`src/hw/rtl/pcmi_pkg.sv`:
```
// Shared types, format codes and G.711 expansion functions for the sample converter.
`default_nettype none

package pcmi_pkg;

    // Sample format codes
    localparam logic [2:0] FMT_S_LE = 3'd0;
    localparam logic [2:0] FMT_S_BE = 3'd1;
    localparam logic [2:0] FMT_U_LE = 3'd2;
    localparam logic [2:0] FMT_U_BE = 3'd3;
    localparam logic [2:0] FMT_ALAW = 3'd4;
    localparam logic [2:0] FMT_ULAW = 3'd5;

    // Configuration register indexes
    localparam logic REG_FORMAT = 1'b0;
    localparam logic REG_BITS   = 1'b1;

    // Reset values
    localparam logic [2:0] FORMAT_RESET = FMT_S_LE;
    localparam logic [5:0] BITS_RESET   = 6'd16;

    // Constants of the conversions
    localparam logic [7:0]  ALAW_XOR      = 8'h55;
    localparam logic [15:0] ALAW_SEG_BIAS = 16'h0108;
    localparam logic [15:0] ALAW_SEG0_ADD = 16'h0008;
    localparam logic [15:0] ULAW_BIAS     = 16'h0084;
    localparam logic [31:0] UNSIGNED_OFFS = 32'h7FFF_FFFF;

    typedef struct packed {
        logic [2:0] sample_format;
        logic [5:0] sample_bits;
    } cfg_t;

    // Expand one A-law code to a 16-bit linear value
    function automatic logic [15:0] alaw_expand(input logic [7:0] code);
        logic [7:0]  a;
        logic [2:0]  seg;
        logic [15:0] mag;
        a   = code ^ ALAW_XOR;
        seg = a[6:4];
        mag = {8'h00, a[3:0], 4'h0};
        if (seg == 3'd0) begin
            mag = mag + ALAW_SEG0_ADD;
        end else begin
            mag = mag + ALAW_SEG_BIAS;
            if (seg > 3'd1) begin
                mag = mag << (seg - 3'd1);
            end
        end
        return a[7] ? mag : (16'h0000 - mag);
    endfunction

    // Expand one mu-law code to a 16-bit linear value
    function automatic logic [15:0] ulaw_expand(input logic [7:0] code);
        logic [7:0]  u;
        logic [15:0] t;
        u = ~code;
        t = ({9'h000, u[3:0], 3'b000} + ULAW_BIAS) << u[6:4];
        return u[7] ? (ULAW_BIAS - t) : (t - ULAW_BIAS);
    endfunction

endpackage

`default_nettype wire

```
`src/hw/rtl/pcmi_convert.sv`:
```
// Combinational conversion of one raw sample item into a left-justified 32-bit value.
`default_nettype none

module pcmi_convert
    import pcmi_pkg::*;
(
    input  var cfg_t               cfg,
    input  wire logic [31:0]       raw_bytes,
    output logic signed [31:0]     sample_out
);

    logic [5:0]  bits_eff;
    logic [4:0]  bits_m1;
    logic [1:0]  last_byte;
    logic [4:0]  shift;
    logic [7:0]  b0, b1, b2, b3;
    logic [31:0] word_le;
    logic [31:0] word_be;
    logic [31:0] pcm_word;
    logic [31:0] pcm_just;
    logic [15:0] law_lin;
    logic [31:0] result;

    assign b0 = raw_bytes[7:0];
    assign b1 = raw_bytes[15:8];
    assign b2 = raw_bytes[23:16];
    assign b3 = raw_bytes[31:24];

    // Clamp the width to 1..32 and derive byte count and justify shift
    always_comb begin
        if (cfg.sample_bits == 6'd0) begin
            bits_eff = 6'd1;
        end else if (cfg.sample_bits > 6'd32) begin
            bits_eff = 6'd32;
        end else begin
            bits_eff = cfg.sample_bits;
        end
    end

    assign bits_m1   = 5'(bits_eff - 6'd1);
    assign last_byte = bits_m1[4:3];
    assign shift     = ~bits_m1;

    // Assemble the stored bytes in either byte order
    always_comb begin
        case (last_byte)
            2'd0: begin
                word_le = {24'h000000, b0};
                word_be = {24'h000000, b0};
            end
            2'd1: begin
                word_le = {16'h0000, b1, b0};
                word_be = {16'h0000, b0, b1};
            end
            2'd2: begin
                word_le = {8'h00, b2, b1, b0};
                word_be = {8'h00, b0, b1, b2};
            end
            default: begin
                word_le = {b3, b2, b1, b0};
                word_be = {b0, b1, b2, b3};
            end
        endcase
    end

    assign pcm_word = cfg.sample_format[0] ? word_be : word_le;
    assign pcm_just = pcm_word << shift;

    // Expand the companded code held in byte 0
    assign law_lin = (cfg.sample_format == FMT_ALAW) ? alaw_expand(b0) : ulaw_expand(b0);

    // Select the result by format
    always_comb begin
        case (cfg.sample_format)
            FMT_S_LE, FMT_S_BE: result = pcm_just;
            FMT_U_LE, FMT_U_BE: result = pcm_just - UNSIGNED_OFFS;
            FMT_ALAW, FMT_ULAW: result = {law_lin, 16'h0000};
            default:            result = 32'h0000_0000;
        endcase
    end

    assign sample_out = result;

endmodule

`default_nettype wire

```
`src/hw/rtl/pcm_sample_to_int32.sv`:
```
// Top level: streaming PCM and G.711 sample converter to left-justified signed 32-bit.
// An accepted input item passes the input register and then the result register before it is valid on the m_ side.
// Throughput: one item per cycle while the m_ side takes results; input register, conversion logic, result register.
// s_tready stays high unless both stages hold items and the m_ side is stalled.
// Reset (aresetn low, synchronous) empties both stages and sets format 0, width 16.
`default_nettype none

module pcm_sample_to_int32
    import pcmi_pkg::*;
(
    input  wire logic               aclk,
    input  wire logic               aresetn,

    // Configuration write port
    input  wire logic               cfg_we,
    input  wire logic               cfg_index,
    input  wire logic [5:0]         cfg_wdata,

    // Input channel
    input  wire logic               s_tvalid,
    output logic                    s_tready,
    input  wire logic [31:0]        s_tdata,    // [31:0] raw_bytes
    input  wire logic               s_tlast,

    // Result channel
    output logic                    m_tvalid,
    input  wire logic               m_tready,
    output logic signed [31:0]      m_tdata,    // [31:0] sample_out
    output logic                    m_tlast
);

    cfg_t               cfg_reg;
    logic               in_valid_reg;
    logic [31:0]        in_data_reg;
    logic               in_last_reg;
    logic               out_valid_reg;
    logic signed [31:0] out_data_reg;
    logic               out_last_reg;
    logic               out_ready;
    logic               in_ready;
    logic signed [31:0] conv_sample;

    // Write configuration registers
    always_ff @(posedge aclk) begin
        if (!aresetn) begin
            cfg_reg.sample_format <= FORMAT_RESET;
            cfg_reg.sample_bits   <= BITS_RESET;
        end else if (cfg_we) begin
            case (cfg_index)
                REG_FORMAT: cfg_reg.sample_format <= cfg_wdata[2:0];
                REG_BITS:   cfg_reg.sample_bits   <= cfg_wdata;
                default:    cfg_reg <= cfg_reg;
            endcase
        end
    end

    // Stage handshakes
    assign out_ready = !out_valid_reg || m_tready;
    assign in_ready  = !in_valid_reg || out_ready;
    assign s_tready  = in_ready;

    // Hold the accepted item in the input register
    always_ff @(posedge aclk) begin
        if (!aresetn) begin
            in_valid_reg <= 1'b0;
        end else if (in_ready) begin
            in_valid_reg <= s_tvalid;
        end
    end

    always_ff @(posedge aclk) begin
        if (in_ready && s_tvalid) begin
            in_data_reg <= s_tdata;
            in_last_reg <= s_tlast;
        end
    end

    pcmi_convert u_convert (
        .cfg        (cfg_reg),
        .raw_bytes  (in_data_reg),
        .sample_out (conv_sample)
    );

    // Advance the converted item into the result register
    always_ff @(posedge aclk) begin
        if (!aresetn) begin
            out_valid_reg <= 1'b0;
        end else if (out_ready) begin
            out_valid_reg <= in_valid_reg;
        end
    end

    always_ff @(posedge aclk) begin
        if (out_ready && in_valid_reg) begin
            out_data_reg <= conv_sample;
            out_last_reg <= in_last_reg;
        end
    end

    assign m_tvalid = out_valid_reg;
    assign m_tdata  = out_data_reg;
    assign m_tlast  = out_last_reg;

    // Both stages are empty after reset
    a_reset_empty: assert property (@(posedge aclk)
        !aresetn |=> (!in_valid_reg && !out_valid_reg))
        else $error("stages not empty after reset");

    // An accepted item lands in the input register
    a_in_capture: assert property (@(posedge aclk) disable iff (!aresetn)
        (s_tvalid && s_tready) |=> in_valid_reg)
        else $error("accepted item lost at input register");

    // A held item moves on whenever the result register can take it
    a_advance: assert property (@(posedge aclk) disable iff (!aresetn)
        (in_valid_reg && out_ready) |=> out_valid_reg)
        else $error("item not advanced to result register");

    // Back-pressure only when both stages are full and the output is stalled
    a_stall_cause: assert property (@(posedge aclk) disable iff (!aresetn)
        !s_tready |-> (in_valid_reg && out_valid_reg && !m_tready))
        else $error("input stalled without cause");

endmodule

`default_nettype wire

```
`config.mk`:
```
export PLATFORM = sky130hd
export DESIGN_NAME = pcm_sample_to_int32
export DESIGN_NICKNAME = d
export VERILOG_FILES = /design/src/hw/rtl/pcmi_pkg.sv /design/src/hw/rtl/pcmi_convert.sv /design/src/hw/rtl/pcm_sample_to_int32.sv
export SDC_FILE = /design/constraint.sdc
export NUM_CORES = 1
export LEC_CHECK = 0
export BUFFER_PORTS_ARGS = -buffer_cell sky130_fd_sc_hd__buf_4
export CORE_MARGIN = 1.5
export CORE_UTILIZATION = 55
export DETAILED_ROUTE_END_ITERATION = 10
export HOLD_SLACK_MARGIN = 0.03
export PLACE_DENSITY = 0.84
export SLEW_MARGIN = 20
export SYNTH_ARGS = -nofsm -noshare
export SYNTH_HDL_FRONTEND = slang
export SYNTH_SLANG_ARGS = --single-unit
```
`constraint.sdc`:
```
create_clock -name aclk -period 16.4 [get_ports aclk]
set_input_delay 0 -clock aclk [delete_from_list [all_inputs] [get_ports aclk]]
set_output_delay 0 -clock aclk [all_outputs]
set_load 0.02 [all_outputs]
```
### After elaboration in Yosys (flattened, before gate mapping)

Index checks and enable logic that the tools add are counted.

* register bits after elaboration: 77
* output and inout bits: 35

* $add $sub $neg: 9
* order comparisons: 2
* equality and inequality tests: 7
* shifts and indexed selects: 3
* multiplexer cells: 11
* bitwise logic cells: 4
* reduce and logical (&&, ||, !) cells: 15

Operators with widths (count)
* 32-bit case mux with 3 select lines: 3
* 16-bit 2-to-1 mux: 5
* 32-bit 2-to-1 mux: 1
* 16-bit by 3-bit << shifter with 16-bit output: 2
* 32-bit by 5-bit << shifter with 32-bit output: 1
* 32-bit by 31-bit subtractor with 32-bit output, second input constant: 1
* 1-bit by 16-bit subtractor with 16-bit output, first input constant: 1
* 16-bit by 8-bit subtractor with 16-bit output, second input constant: 1
* 8-bit by 16-bit subtractor with 16-bit output, first input constant: 1
* 8-bit by 9-bit adder with 10-bit output, second input constant: 1
* 5-bit 2-to-1 mux: 2
* 7-bit by 8-bit adder with 9-bit output, second input constant: 1
* 8-bit by 4-bit adder with 9-bit output, second input constant: 1
* 8-bit NOT: 1
* 3-bit by 2-bit equality test with 1-bit output, second input constant: 2
* 3-bit equality test, second input constant: 2
* 6-bit greater-than comparator, second input constant: 1
* 3-bit logical NOT: 2
* 6-bit logical NOT: 1
* 2-bit OR reduction: 3
* 5-bit NOT: 1
* 5-bit by 1-bit subtractor with 5-bit output, second input constant: 1
* 4-bit NOT: 1
* 2-bit AND reduction: 2
* 10 further kinds: 13

### Depth between registers and ports, before layout

* depth in word-level cells: 10
* mapped depth: 25
* gate-level depth less buffers: 18

### By module

A second synthesis with hierarchy kept.

* cells, all modules: 1103
* area total of the unflattened synthesis: 8745.9 um2

By module, submodules not included
* pcmi_convert: instances 1, cells an instance 990, area each 6317.3 um2, seq. area each 0.0 um2
* pcm_sample_to_int32: instances 1, cells an instance 113, area each 2428.6 um2, seq. area each 2202.1 um2

### Worst setup path after synthesis

OpenSTA, ideal clock, no wires.

* kind: register to register
* start point: register cfg_reg[1] in the netlist's numbering
* end point: register out_data_reg[25], in the netlist m_tdata[25] (data pin)
* library setup time: 271 ps
* arrival time: 4932 ps
* data required time: 16129 ps
* slack: 11197 ps
* stages on the path, launching flop included: 25
* buffers on the path: 7
* clock period less this slack: 5203 ps
* cells stage by stage: dfxtp_1 buf_6 nor4_4 o21a_2 inv_2 buf_6 buf_6 buf_4 buf_2 ha_1 a211oi_1 a211o_1 buf_2 nand2_1 a311oi_1 a21oi_1 o32ai_2 o31ai_1 a211oi_2 nand4_1 and4bb_1 buf_2 or4b_1 xnor2_1 o22ai_1

* cells in the longest elaborated chain, start to end: 10
* elaborated cells between the ends (all ways): 15
* those cells by class: 2 x add/sub; 1 x order compare; 2 x eq/ne; 1 x shift; 6 x mux; 1 x bitwise; 2 x reduce/logical

Ends and longest elaborated chain
* start, declared: RTL line pcm_sample_to_int32.sv:32 `cfg_t cfg_reg;`
* start signal, assigned: RTL line pcm_sample_to_int32.sv:52 `default: cfg_reg <= cfg_reg;`
* 6-bit greater-than comparator: RTL line pcmi_convert.sv:33 `end else if (cfg.sample_bits > 6'd32) begin`
* 5-bit 2-to-1 mux: RTL line pcmi_convert.sv:33
* 5-bit 2-to-1 mux *: RTL line pcmi_convert.sv:31 `if (cfg.sample_bits == 6'd0) begin`
* 5-bit by 1-bit subtractor with 5-bit output *: RTL line pcmi_convert.sv:40 `assign bits_m1 = 5'(bits_eff - 6'd1);`
* 2-bit equality test (tied with other cells): RTL line pcmi_convert.sv:46 `case (last_byte)`
* 32-bit case mux with 3 select lines: RTL line pcmi_convert.sv:46
* 32-bit 2-to-1 mux: RTL line pcmi_convert.sv:66 `assign pcm_word = cfg.sample_format[0] ? word_be : word_le;`
* 32-bit by 5-bit << shifter with 32-bit output *: RTL line pcmi_convert.sv:67 `assign pcm_just = pcm_word << shift;`
* 32-bit by 31-bit subtractor with 32-bit output: RTL line pcmi_convert.sv:76 `FMT_U_LE, FMT_U_BE: result = pcm_just - UNSIGNED_OFFS;`
* 32-bit case mux with 3 select lines *: RTL line pcmi_convert.sv:74 `case (cfg.sample_format)`
* net conv_sample[25]: RTL line pcm_sample_to_int32.sv:41 `logic signed [31:0] conv_sample;`
* end signal, assigned: RTL line pcm_sample_to_int32.sv:95 `out_data_reg <= conv_sample;`
* end, declared: RTL line pcm_sample_to_int32.sv:37 `logic signed [31:0] out_data_reg;`

The timed path passes the listed nets; every way through them passes the cells marked *.
A chain may end at the register's enable or synchronous reset.

### Worst setup path after layout

* start point: register cfg_reg[5] in the netlist's numbering
* end point: register out_data_reg[24], in the netlist m_tdata[24] (data pin)

The elaborated chain is that of the path after synthesis.

==> results.py <==
metrics = {
    "outcome": {
        "status": "finished, final reports clean",
    },
    "power": {
        "power_density_mw_per_mm2": 93.5,
        "irDropWorstVdd_uv": 55.5,
        "p_leak_nw": 3.56,
        "p_total_mw": 0.920,
    },
    "setup_path": {
        "critPathCaptureType": "register",
        "r2r-start": "cfg_reg[5]",
        "cpMostUsedCell": "nor2_1",
        "crit_chain": "inv_1, o21a_2, inv_2, ha_1, a211oi_1, a211oi_2, o21ai_0, nand3_1, a311oi_2, nor2_1, a32oi_1, a221oi_1, nand3b_1, nor2_1, nand4_1, xor2_1, o22ai_1",
        "cp.arrival_ns": 7.95,
        "worstPathRequired_ns": 16.48,
        "crit_buf_inv": 2,
        "crit_fanout": 39,
        "cp_top_family": "compound AO/OA/AOI/OAI gates",
        "cp_slowest_stage_delay_ns": 0.98,
        "r2r_end": "m_tdata[24]",
        "reg2reg_depth": 17,
        "reg2reg_slack_ns": 8.53,
        "crit_type": "register to register",
        "critPathLaunchType": "register",
        "slowest_stage": "dfxtp_1",
    },
    "sta": {
        "max_freq_mhz": 127,
        "period_needed_ns": 7.87,
        "tns_ns": 0,
        "rsz0062_at_grt": "no",
        "finalSetupViolCount": 0,
        "drv_slew": 0,
        "worst_slack_ns": 8.53,
        "worst_pin_slew_ns": 1.00,
        "fin_crit_sh_pct": 48.0,
        "fin_skew_ns": 0.0118,
        "hold_viol": 0,
        "slew_headroom_pct": 33.1,
    },
    "grt": {
        "grt_pass1_vias": 8419,
        "grt_overflow": 0,
        "grt_start_max_net_pins": 63,
        "antenna_found_initial": 0,
        "grt_use_total_pct": 36.4,
        "grt_pass1_wl_um": 46300,
    },
    "routing": {
        "viasPerCell": 7.07,
        "wl_um": 30100,
        "drc": 0,
        "drt_iter0_drc": 1543,
        "drtPass1Iterations": 7,
        "num_vias": 9477,
        "wire_per_inst_um": 22.4,
        "drtAntennaViolNets": 0,
    },
    "layout": {
        "stdcell_count": 1340,
        "area_growth_pct": 16.1,
        "diodes": 0,
        "post-route-util_pct": 65.0,
        "drive_gt1_share_pct": 15.5,
        "fin_nets": 1203,
        "fillCellCount": 1304,
    },
    "floorplanning": {
        "design.core.area_mm2": 0.0151,
        "ios": 80,
        "die_width_um": 127,
        "die-area_mm2": 0.0162,
        "std_cell_rows": 45,
        "fp.dieH_um": 127,
        "initial_core_util_pct": 55.9,
    },
    "yosys": {
        "syn_area_per_cell_um2": 7.86,
        "synth_top_area_share_pct": 23.4,
        "ys_types": 99,
        "synth.most_common_cell": "nor2_1",
        "yosysWarnings": 0,
        "synth-edff-count": 66,
        "synth_flop_cell": "edfxtp_1",
        "synth_nets": 1134,
        "ys_ff_latch": 77,
        "ys_async_sr_fraction_pct": 0,
        "synth_area_leader_cell": "edfxtp_1",
        "synth_top_cells_by_count": "nor2_1 (126), nand2_1 (99), a21oi_1 (71), edfxtp_1 (66), o21ai_0 (59)",
        "syn_area_mm2": 0.00847,
        "synth_area_leaders": "edfxtp_1 (23%), nor2_1 (5.6%), nand2_1 (4.4%), a21oi_1 (4.2%), o21ai_0 (3.5%)",
        "syn_inst": 1078,
        "seq_area_frac_synth_pct": 26.0,
    },
    "clock_tree": {
        "cts_tree": "yes",
        "post_cts_resized": 0,
        "htreeDepth": 3,
        "clock_latency_ns": 0.36,
        "hold_buffers": 53,
        "cts.reportedPaths.clkPinSlew_ns": 0.07,
        "cts-buffers-inserted": 9,
        "cts_setup_buffers": 0,
        "cts-root-buf": "clkbuf_16",
        "cts_buffer_depth": 2,
        "cts.sinks": 77,
    },
    "placement": {
        "place.gp.congestion": 1.02,
        "portBuffers": 79,
        "placedCellCount": 1271,
        "dpl.hpwl_um": 20800,
        "dp_slack_ns": 9.03,
    },
    "run": {
        "drv_cap": 0,
    },
    "min_path": {
        "worstHoldEndpoint": "in_data_reg[25]",
        "hp-start": "s_tdata[25]",
        "hold_depth": 2,
        "min_path_type": "input port to register",
    },
}
where the power goes:
| part | internal, mW | switching (mW) | leakage [nW] | total (mW) |
|---|---|---|---|---|
| combinational | 0.163 | 0.300 | 2.69 | 0.463 |
| sequential | 0.236 | 0.0161 | 0.723 | 0.252 |
| clock | 0.120 | 0.0852 | 0.152 | 0.205 |
how the worst max path moves through the flow:
| stage | from | to | slack (ns) | depth (start not counted) |
|---|---|---|---|---|
| floorplan | cfg_reg[1] | m_tdata[25] | 11.20 | 24 |
| global placement | cfg_reg[5] | m_tdata[25] | 9.18 | 17 |
| detailed placement | cfg_reg[5] | m_tdata[24] | 9.03 | 17 |
| CTS | cfg_reg[5] | m_tdata[25] | 8.96 | 17 |
| global route | cfg_reg[5] | m_tdata[30] | 8.06 | 17 |
| finish | cfg_reg[5] | m_tdata[24] | 8.53 | 17 |
per-stage QoR:
stage / hold slack (ns) / area (µm²)
global placement: 0.178 / 9000
floorplan: 0.0989 / 8470
finish: 0.360 / 9840
CTS: 0.358 / 9830
detailed placement: 0.179 / 9000
global route: 0.369 / 9840
placed cells by master (no fill, tap or decap), drive strengths merged, types with 8 or more instances in the layout:
cell type / n
and3: 8
inv: 21
o22ai: 27
edfxtp: 66
xor2: 20
nand3: 45
dlygate4sd3: 53
clkbuf: 9
o211ai: 15
or2: 10
or3: 11
nand4: 10
dfxtp: 11
nor4: 12
ha: 11
o31ai: 11
a21oi: 74
nand2: 99
nand2b: 15
mux2i: 22
mux2: 8
a21o: 15
a211oi: 24
nor2b: 16
o32ai: 9
xnor2: 28
a31oi: 23
o21a: 8
o221ai: 17
o21ai: 69
nor2: 126
nor3: 39
a221oi: 13
buf: 98
metal layers:
metal / wire, µm / share of wire [%] / track usage (%) / vias up
met3: 3360 / 11 / 6.49 / 134
met2: 13200 / 44 / 55.9 / 709
li1: - / - / - / 4253
met1: 12000 / 40 / 49.2 / 4381
met5: 0 / 0 / 0 / -
met4: 1500 / 5.0 / 19.1 / 0
area by class of cell:
class                   count  area (µm²)  share of cell area (%)
flip-flops and latches     77        2200                    22.4
well taps                 188         235                    2.39
repair buffers            151        1270                    12.9
clock inverters             7        76.3                   0.776
inverters                  20        75.1                   0.763
multi-input cells         888        5760                    58.5
clock buffers               9         225                    2.29
cells by family (layout without fill, tap and decap cells):
logic type,count (synthesis),after routing,synth area share (%)
AOI/OAI and AO/OA,379,379,32.1
buffers and inverters,113,187,6.20
adders and majority gates,11,11,1.62
and+or+nand+nor,416,416,24.4
xor gates and xnor gates,48,48,4.96
DFF,77,77,26.0
muxes,34,34,4.73
No activity file was read; power rests on OpenSTA's default activity.
